===== config.mk =====
export PLATFORM = sky130hd
export DESIGN_NAME = i2c_master_byte_engine
export DESIGN_NICKNAME = d
export VERILOG_FILES = /design/src/i2cm_pkg.sv /design/src/i2cm_fsm.sv /design/src/i2c_master_byte_engine.sv
export SDC_FILE = /design/constraint.sdc
export NUM_CORES = 1
export LEC_CHECK = 0
export BUFFER_PORTS_ARGS = -buffer_cell sky130_fd_sc_hd__clkbuf_2
export CORE_UTILIZATION = 50
export DETAILED_ROUTE_END_ITERATION = 16
export PLACE_DENSITY_LB_ADDON = 0.25
export SETUP_SLACK_MARGIN = 0.15
export SYNTH_ARGS = -nofsm -noshare
export SYNTH_HDL_FRONTEND = slang
export SYNTH_SLANG_ARGS = --single-unit

===== constraint.sdc =====
create_clock -name clk -period 3.55 [get_ports clk]
set_clock_uncertainty 0.05 [all_clocks]
set_input_delay 0.1775 -clock clk [delete_from_list [all_inputs] [get_ports clk]]
set_output_delay 0.1775 -clock clk [all_outputs]
set_load 0.005 [all_outputs]

===== src/i2cm_pkg.sv =====
// ----------------------------------------------------------------------------
// i2cm_pkg
// Shared types, phase codes and helpers for the I2C master byte engine.
// ----------------------------------------------------------------------------
package i2cm_pkg;

  // Configuration register indexes.
  localparam logic CFG_HALF_PERIOD = 1'b0;
  localparam logic CFG_ACK_TIMEOUT = 1'b1;

  // Reset values of the configuration registers.
  localparam logic [11:0] HALF_PERIOD_RESET = 12'd50;
  localparam logic [7:0]  ACK_TIMEOUT_RESET = 8'd250;

  // Command codes.
  localparam logic [1:0] ACT_START = 2'd0;
  localparam logic [1:0] ACT_STOP  = 2'd1;
  localparam logic [1:0] ACT_WRITE = 2'd2;
  localparam logic [1:0] ACT_READ  = 2'd3;

  // Sequencer phase codes.
  localparam logic [3:0] PH_IDLE    = 4'd0;
  localparam logic [3:0] PH_ST_A    = 4'd1;
  localparam logic [3:0] PH_ST_B    = 4'd2;
  localparam logic [3:0] PH_SP_A    = 4'd3;
  localparam logic [3:0] PH_SP_B    = 4'd4;
  localparam logic [3:0] PH_WR_SET  = 4'd5;
  localparam logic [3:0] PH_WR_HIGH = 4'd6;
  localparam logic [3:0] PH_WR_LOW  = 4'd7;
  localparam logic [3:0] PH_AK_WAIT = 4'd8;
  localparam logic [3:0] PH_AK_POLL = 4'd9;
  localparam logic [3:0] PH_RD_LOW  = 4'd10;
  localparam logic [3:0] PH_RD_HIGH = 4'd11;
  localparam logic [3:0] PH_RA_LOW  = 4'd12;
  localparam logic [3:0] PH_RA_HIGH = 4'd13;

  typedef struct packed {
    logic listen;
    logic sda;
    logic scl;
  } line_t;

  typedef struct packed {
    logic        cmd_valid;
    logic [1:0]  action;
    logic [7:0]  tx_byte;
    logic        send_ack;
    logic        sda_in;
  } tick_t;

  typedef struct packed {
    logic [3:0]  phase;
    logic [2:0]  bit_index;
    logic [7:0]  shift_data;
    logic [11:0] wait_count;
    logic [7:0]  poll_count;
    logic        ack_choice;
    line_t       lines;
    logic [7:0]  rx_hold;
    logic        nack_hold;
  } eng_state_t;

  // A released SDA always reads back as a driven one.
  function automatic line_t drive(input logic scl, input logic sda, input logic listen);
    line_t l;
    l.scl    = scl;
    l.sda    = sda | listen;
    l.listen = listen;
    return l;
  endfunction

endpackage


===== src/i2cm_fsm.sv =====
// ----------------------------------------------------------------------------
// i2cm_fsm
// Next-state logic of the engine: advances the bus sequencer by one tick.
// ----------------------------------------------------------------------------
module i2cm_fsm (
  input  i2cm_pkg::eng_state_t cur,
  input  i2cm_pkg::tick_t      tick,
  input  logic [11:0]          half_period,
  input  logic [7:0]           ack_timeout,
  output i2cm_pkg::eng_state_t nxt,
  output logic                 done
);
  import i2cm_pkg::*;

  logic [11:0] period;
  logic [11:0] wc_tick;
  logic        expired;
  logic [11:0] wc_after;

  // A zero half period behaves as one tick.
  assign period   = (half_period == 12'd0) ? 12'd1 : half_period;
  assign wc_tick  = cur.wait_count + 12'd1;
  assign expired  = (wc_tick >= period);
  assign wc_after = expired ? 12'd0 : wc_tick;

  always_comb begin
    nxt  = cur;
    done = 1'b0;
    case (cur.phase)
      PH_IDLE: begin
        if (tick.cmd_valid) begin
          nxt.wait_count = 12'd0;
          nxt.bit_index  = 3'd0;
          case (tick.action)
            ACT_START: begin
              nxt.lines = drive(1'b1, 1'b1, 1'b0);
              nxt.phase = PH_ST_A;
            end
            ACT_STOP: begin
              nxt.lines = drive(1'b0, 1'b0, 1'b0);
              nxt.phase = PH_SP_A;
            end
            ACT_WRITE: begin
              nxt.shift_data = tick.tx_byte;
              nxt.lines      = drive(1'b0, tick.tx_byte[7], 1'b0);
              nxt.phase      = PH_WR_SET;
            end
            default: begin
              nxt.shift_data = 8'd0;
              nxt.ack_choice = tick.send_ack;
              nxt.lines      = drive(1'b0, 1'b1, 1'b1);
              nxt.phase      = PH_RD_LOW;
            end
          endcase
        end
      end
      PH_ST_A: begin
        nxt.wait_count = wc_after;
        if (expired) begin
          nxt.lines = drive(1'b1, 1'b0, 1'b0);
          nxt.phase = PH_ST_B;
        end
      end
      PH_ST_B: begin
        nxt.wait_count = wc_after;
        if (expired) begin
          nxt.lines = drive(1'b0, 1'b0, 1'b0);
          nxt.phase = PH_IDLE;
          done      = 1'b1;
        end
      end
      PH_SP_A: begin
        nxt.wait_count = wc_after;
        if (expired) begin
          nxt.lines = drive(1'b1, 1'b0, 1'b0);
          nxt.phase = PH_SP_B;
        end
      end
      PH_SP_B: begin
        nxt.wait_count = wc_after;
        if (expired) begin
          nxt.lines = drive(1'b1, 1'b1, 1'b0);
          nxt.phase = PH_IDLE;
          done      = 1'b1;
        end
      end
      PH_WR_SET: begin
        nxt.wait_count = wc_after;
        if (expired) begin
          nxt.lines = drive(1'b1, cur.shift_data[7], 1'b0);
          nxt.phase = PH_WR_HIGH;
        end
      end
      PH_WR_HIGH: begin
        nxt.wait_count = wc_after;
        if (expired) begin
          nxt.lines = drive(1'b0, cur.shift_data[7], 1'b0);
          nxt.phase = PH_WR_LOW;
        end
      end
      PH_WR_LOW: begin
        nxt.wait_count = wc_after;
        if (expired) begin
          if (cur.bit_index == 3'd7) begin
            nxt.lines = drive(1'b1, 1'b1, 1'b1);
            nxt.phase = PH_AK_WAIT;
          end else begin
            nxt.bit_index  = cur.bit_index + 3'd1;
            nxt.shift_data = {cur.shift_data[6:0], 1'b0};
            nxt.lines      = drive(1'b0, cur.shift_data[6], 1'b0);
            nxt.phase      = PH_WR_SET;
          end
        end
      end
      PH_AK_WAIT: begin
        nxt.wait_count = wc_after;
        if (expired) begin
          nxt.poll_count = 8'd0;
          nxt.phase      = PH_AK_POLL;
        end
      end
      PH_AK_POLL: begin
        if (!tick.sda_in) begin
          nxt.lines     = drive(1'b0, 1'b1, 1'b1);
          nxt.nack_hold = 1'b0;
          nxt.phase     = PH_IDLE;
          done          = 1'b1;
        end else if (cur.poll_count >= ack_timeout) begin
          // No acknowledge in time: flag it and release the bus with a stop.
          nxt.nack_hold  = 1'b1;
          nxt.wait_count = 12'd0;
          nxt.lines      = drive(1'b0, 1'b0, 1'b0);
          nxt.phase      = PH_SP_A;
        end else begin
          nxt.poll_count = cur.poll_count + 8'd1;
        end
      end
      PH_RD_LOW: begin
        nxt.wait_count = wc_after;
        if (expired) begin
          nxt.lines = drive(1'b1, 1'b1, 1'b1);
          nxt.phase = PH_RD_HIGH;
        end
      end
      PH_RD_HIGH: begin
        nxt.wait_count = wc_after;
        // Sample on the first tick after SCL rises.
        if (cur.wait_count == 12'd0) begin
          nxt.shift_data = {cur.shift_data[6:0], tick.sda_in};
        end
        if (expired) begin
          if (cur.bit_index == 3'd7) begin
            nxt.lines = drive(1'b0, ~cur.ack_choice, 1'b0);
            nxt.phase = PH_RA_LOW;
          end else begin
            nxt.bit_index = cur.bit_index + 3'd1;
            nxt.lines     = drive(1'b0, 1'b1, 1'b1);
            nxt.phase     = PH_RD_LOW;
          end
        end
      end
      PH_RA_LOW: begin
        nxt.wait_count = wc_after;
        if (expired) begin
          nxt.lines = drive(1'b1, ~cur.ack_choice, 1'b0);
          nxt.phase = PH_RA_HIGH;
        end
      end
      PH_RA_HIGH: begin
        nxt.wait_count = wc_after;
        if (expired) begin
          nxt.lines   = drive(1'b0, ~cur.ack_choice, 1'b0);
          nxt.rx_hold = cur.shift_data;
          nxt.phase   = PH_IDLE;
          done        = 1'b1;
        end
      end
      default: begin
        nxt.phase = PH_IDLE;
      end
    endcase
  end

endmodule


===== src/i2c_master_byte_engine.sv =====
// ----------------------------------------------------------------------------
// i2c_master_byte_engine
// I2C master that runs start, stop, byte write and byte read sequences.
// ----------------------------------------------------------------------------
// Each input word is one timing tick: it carries an optional command and the
// sampled SDA level. The engine answers every tick with one output word that
// holds the SCL and SDA line controls, the ready and done flags, the last
// received byte and the NACK flag of the last write.
// A word accepted at one clock edge produces its output word in the output
// register at that same edge, and m_tvalid rises at that edge as well.
// Throughput is one word per cycle: the tick logic is a single pass from the
// state registers to the next state, and s_tready stays high as long as the
// output register is empty or being drained in the same cycle.
// When the receiver holds m_tready low, the output word is kept and s_tready
// drops, so no tick is lost and the bus timing simply pauses.
// Every timed bus phase lasts half_period ticks, one if zero; a write waits
// for ACK over up to ack_timeout + 1 polls, then flags NACK and sends a stop.
// Reset returns the sequencer to idle with SCL and SDA driven high, clears the
// received byte and the NACK flag and restores the configuration defaults.
// Configuration is written through cfg_we, cfg_index and cfg_data while idle.
// ----------------------------------------------------------------------------
module i2c_master_byte_engine (
  input  logic        clk,
  input  logic        rst,
  // Tick words in. tdata from bit 0: cmd_valid, action[1:0], tx_byte[7:0],
  // send_ack, sda_in, three zero pad bits.
  input  logic        s_tvalid,
  output logic        s_tready,
  input  logic [15:0] s_tdata,
  // Result words out. tdata from bit 0: scl_level, sda_level, sda_listen,
  // ready_res, done_res, rx_byte[7:0], nack, two zero pad bits.
  output logic        m_tvalid,
  input  logic        m_tready,
  output logic [15:0] m_tdata,
  // Configuration write port.
  input  logic        cfg_we,
  input  logic        cfg_index,
  input  logic [11:0] cfg_data
);
  import i2cm_pkg::*;

  logic [11:0] half_period;
  logic [7:0]  ack_timeout;
  eng_state_t  state;
  eng_state_t  state_next;
  tick_t       tick;
  logic        done;
  logic        accept;
  logic [15:0] result_next;

  // The output register is the only thing between the two sides.
  assign s_tready = !m_tvalid || m_tready;
  assign accept   = s_tvalid && s_tready;

  assign tick.cmd_valid = s_tdata[0];
  assign tick.action    = s_tdata[2:1];
  assign tick.tx_byte   = s_tdata[10:3];
  assign tick.send_ack  = s_tdata[11];
  assign tick.sda_in    = s_tdata[12];

  i2cm_fsm u_fsm (
    .cur         (state),
    .tick        (tick),
    .half_period (half_period),
    .ack_timeout (ack_timeout),
    .nxt         (state_next),
    .done        (done)
  );

  // The output reflects the state after this tick.
  assign result_next = {2'b00,
                        state_next.nack_hold,
                        state_next.rx_hold,
                        done,
                        (state_next.phase == PH_IDLE),
                        state_next.lines.listen,
                        state_next.lines.sda,
                        state_next.lines.scl};

  always_ff @(posedge clk) begin
    if (rst) begin
      half_period <= HALF_PERIOD_RESET;
      ack_timeout <= ACK_TIMEOUT_RESET;
    end else if (cfg_we) begin
      case (cfg_index)
        CFG_HALF_PERIOD: half_period <= cfg_data;
        CFG_ACK_TIMEOUT: ack_timeout <= cfg_data[7:0];
        default: ;
      endcase
    end
  end

  always_ff @(posedge clk) begin
    if (rst) begin
      state.phase      <= PH_IDLE;
      state.bit_index  <= 3'd0;
      state.shift_data <= 8'd0;
      state.wait_count <= 12'd0;
      state.poll_count <= 8'd0;
      state.ack_choice <= 1'b0;
      state.lines      <= drive(1'b1, 1'b1, 1'b0);
      state.rx_hold    <= 8'd0;
      state.nack_hold  <= 1'b0;
    end else if (accept) begin
      state <= state_next;
    end
  end

  always_ff @(posedge clk) begin
    if (rst) begin
      m_tvalid <= 1'b0;
    end else if (accept) begin
      m_tvalid <= 1'b1;
    end else if (m_tready) begin
      m_tvalid <= 1'b0;
    end
  end

  always_ff @(posedge clk) begin
    if (accept) begin
      m_tdata <= result_next;
    end
  end

  // A finished command always leaves the sequencer idle.
  assert property (@(posedge clk) disable iff (rst)
    m_tvalid && m_tdata[4] |-> m_tdata[3])
    else $error("done reported while sequencer busy");

  // A released SDA line must read back as a one.
  assert property (@(posedge clk) disable iff (rst)
    m_tvalid && m_tdata[2] |-> m_tdata[1])
    else $error("SDA released but drive value low");

  // Every accepted tick leaves a result word behind.
  assert property (@(posedge clk) disable iff (rst)
    accept |=> m_tvalid)
    else $error("accepted tick produced no result word");

  // The sequencer only moves on accepted ticks.
  assert property (@(posedge clk) disable iff (rst)
    !accept |=> $stable(state.phase))
    else $error("phase changed without an accepted tick");

endmodule


==> results.json <==
{
  "antenna_found_initial": 0,
  "synth_ff_type": "dfxtp_1",
  "worst-path-buf-inv": 2,
  "sequentialPowerShare_pct": 47.8,
  "antenna_left": 0,
  "p_comb_share_pct": 21.2,
  "grt_use_total_pct": 26.5,
  "dieHeight_um": 102,
  "rr_endpoint": "m_tdata[3]$_DFFE_PP_",
  "grt_max_degree": 41,
  "outcome": "finished clean",
  "die-area_sq_um": 10400,
  "clk_pin_slew_ps": 80,
  "syn_inst": 607,
  "cts_tree": "done",
  "crit_path_cell_trace": "ha_4 -> and3_4 -> and3_4 -> and3_4 -> and3_4 -> xor2_2 -> ha_1 -> a21oi_2 -> nand2_2 -> a211oi_4 -> o21ai_4 -> buf_6 -> mux2_4 -> o211ai_1 -> buf_4 -> nor4_4",
  "path_depth": 16,
  "syn2layout_area_growth_pct": 25.1,
  "cp_top_family": "simple AND/OR/NAND/NOR gates",
  "num_vias": 4861,
  "initial_core_util_pct": 51.5,
  "startpoint": "state[22]$_SDFFE_PP0P_",
  "drt_iter0_drc": 311,
  "grt_pass1_wl_mm": 21.4,
  "core_sq_um": 9730,
  "clock-root-buffer": "clkbuf_8",
  "dr.pass1.iters": 5,
  "setup_ws_ps": 98.5,
  "clk_latency_ps": 380,
  "period_share_pct": 97.2,
  "grt_pass1_vias": 4482,
  "power_frac_clock_pct": 31.0,
  "htree_levels": 3,
  "synth_edf_count": 14,
  "synth.avg_cell_area_sq_um": 8.25,
  "post-route-util_pct": 64.4,
  "path_common_cell": "and3_4",
  "path_class": "reg -> reg",
  "place_congestion": 0.907,
  "synth-seq-area-share_pct": 36.0,
  "finalHoldViolCount": 0,
  "numCtsBuffers": 9,
  "antennaDiodeCount": 0,
  "slowest_stage": "ha_1",
  "start_kind": "flop",
  "synth_cell_types": 72,
  "die_x_um": 102,
  "period_needed_ps": 3450,
  "viasPerCell": 5.94,
  "clock_sinks": 83,
  "p_leak_nw": 2.59,
  "worstHoldPathType": "in -> reg",
  "grt_overflow": 0,
  "ys_seq_elements": 83,
  "slowest_delay_ps": 350,
  "p_sw_uw": 671,
  "portBuffers": 46,
  "wl_per_cell_um": 16.5,
  "rows": 36,
  "intPower_mw": 1.53,
  "synth_area_sq_um": 5010,
  "finalSetupViolCount": 0,
  "arrival_ps": 3600,
  "powerDensity_nw_per_um2": 351,
  "crit_path_end": "m_tdata[3]$_DFFE_PP_",
  "clockBufferDepth": 2,
  "rsz0062_at_grt": "yes",
  "cp-end-kind": "flop",
  "timing.rr.start": "state[22]$_SDFFE_PP0P_",
  "worstMarginPinSlew_ps": 991,
  "path_max_fanout": 6,
  "async_flop_share_pct": 0,
  "slew_headroom_pct": 33.5,
  "final_common_cell": "nor2_1",
  "r2r_cells": 16,
  "rrSetupSlack_ps": 100,
  "synth_warnings": 0,
  "final-max-slew-violation-count": 0,
  "pin_count": 52,
  "wl_mm": 13.5,
  "required_ps": 3700,
  "most-common-layout-cells": "nor2_1 (67), dfxtp_1 (64), nand2_1 (57), clkbuf_2 (46)",
  "dp_hpwl_mm": 9.10,
  "ir_drop_v": 0.000279,
  "p_sw_share_pct": 30.5,
  "nets": 739,
  "max_freq_ghz": 0.290,
  "drt_drc_violations_left": 0,
  "drv_cap": 0,
  "drive_gt1_share_pct": 26.0,
  "dp_slack_ps": -41.2
}
## cells by family after synthesis
logic type / count (synthesis) / share of synthesized area (%)
compound gates: 161 / 22.7
simple gates: 234 / 23.4
buf+inv: 74 / 5.94
xor+xnor: 15 / 2.62
mux: 14 / 3.02
fa+ha+maj: 25 / 6.24
other cells: 1 / 0.0749
flops: 83 / 36.0
## cell type report
cell class	count	area, sq um
well taps	133	166
flip-flops and latches	83	1810
multi-input cells	451	3270
inverters	38	143
clock buffers	9	124
clock inverters	7	66.3
repair buffers	97	687
fillers	839	3460
## through the flow
step                      instances  setup TNS, ps  instance area [sq um]  hold slack, ps  total power, mW
final                           818              0                   6270            53.9             2.20
after detailed placement        776          -41.2                   5470             356             1.46
after global placement          776              0                   5470             352             1.45
after CTS                       810              0                   5910            37.9             2.16
after floorplan                 608              0                   5030             245             1.34
after global routing            818          -72.8                   6270            58.5             2.31
## sequential cells by signal (all words and copies together) (netlist names)
name	count
half_period	12
state	48
ack_timeout	8
m_tdata	14
m_tvalid	1
## routing by layer
layer | vias up | global-route usage (%) | share of wire [%]
met3 | 19 | 6.77 | 6.0
li1 | 2343 | - | -
met5 | - | 0 | 0
met1 | 2330 | 33.6 | 43
met2 | 169 | 43.3 | 49
met4 | 0 | 9.78 | 1.8
## tightest hold or removal path: stages
cell,delay [ps]
clkbuf_2,80
nand2b_2,120
a21oi_1,60
## Yosys cell counts (10+ instances only)
library cell	number	share of area, %
dfxtp_1	69	28
nor2_1	69	5.2
nand2_1	58	4.3
a21oi_1	41	4.1
inv_1	37	2.8
ha_1	25	6.2
o21ai_0	20	2.0
clkbuf_1	18	1.3
nand3_1	16	1.6
and3_1	14	1.7
edfxtp_1	14	8.4
nor3_1	13	1.3
nor4_1	13	1.6
a211oi_1	12	1.8
o21a_1	12	1.8
a211o_1	10	1.7
a221oi_1	10	1.7
buf_2	10	1.0
nand2b_1	10	1.2
o21ai_1	10	1.0
## repair_timing
item | CTS | global route
hold buffers | 14 | 0
hold endpoints to repair | 16 | 0
cloned | 0 | 2
gates resized for setup | 18 | 62
buffers inserted | 4 | 6
endpoints found under the setup margin | 38 | 54
pin swaps | 8 | 37
## power groups by stage
stage               clock network, mW  registers (mW)  logic, mW
floorplan                           0            1.06      0.282
global placement                    0            1.07      0.380
detailed placement                  0            1.07      0.391
CTS                             0.700            1.05      0.413
global route                    0.741            1.06      0.514
finish                          0.682            1.05      0.466
## worst min-delay path by stage
stage	slack, ps	depth (start not counted)	end	startpoint
global route	60	3	m_tvalid$_SDFFE_PP0P_	m_tready
CTS	40	3	m_tvalid$_SDFFE_PP0P_	m_tready
floorplan	250	1	half_period[1]$_SDFFE_PP1P_	cfg_data[1]
detailed placement	360	3	half_period[11]$_SDFFE_PP0P_	cfg_data[11]
global placement	350	3	half_period[11]$_SDFFE_PP0P_	cfg_data[11]
finish	50	3	m_tvalid$_SDFFE_PP0P_	m_tready
No activity file was read; power rests on OpenSTA's default activity.
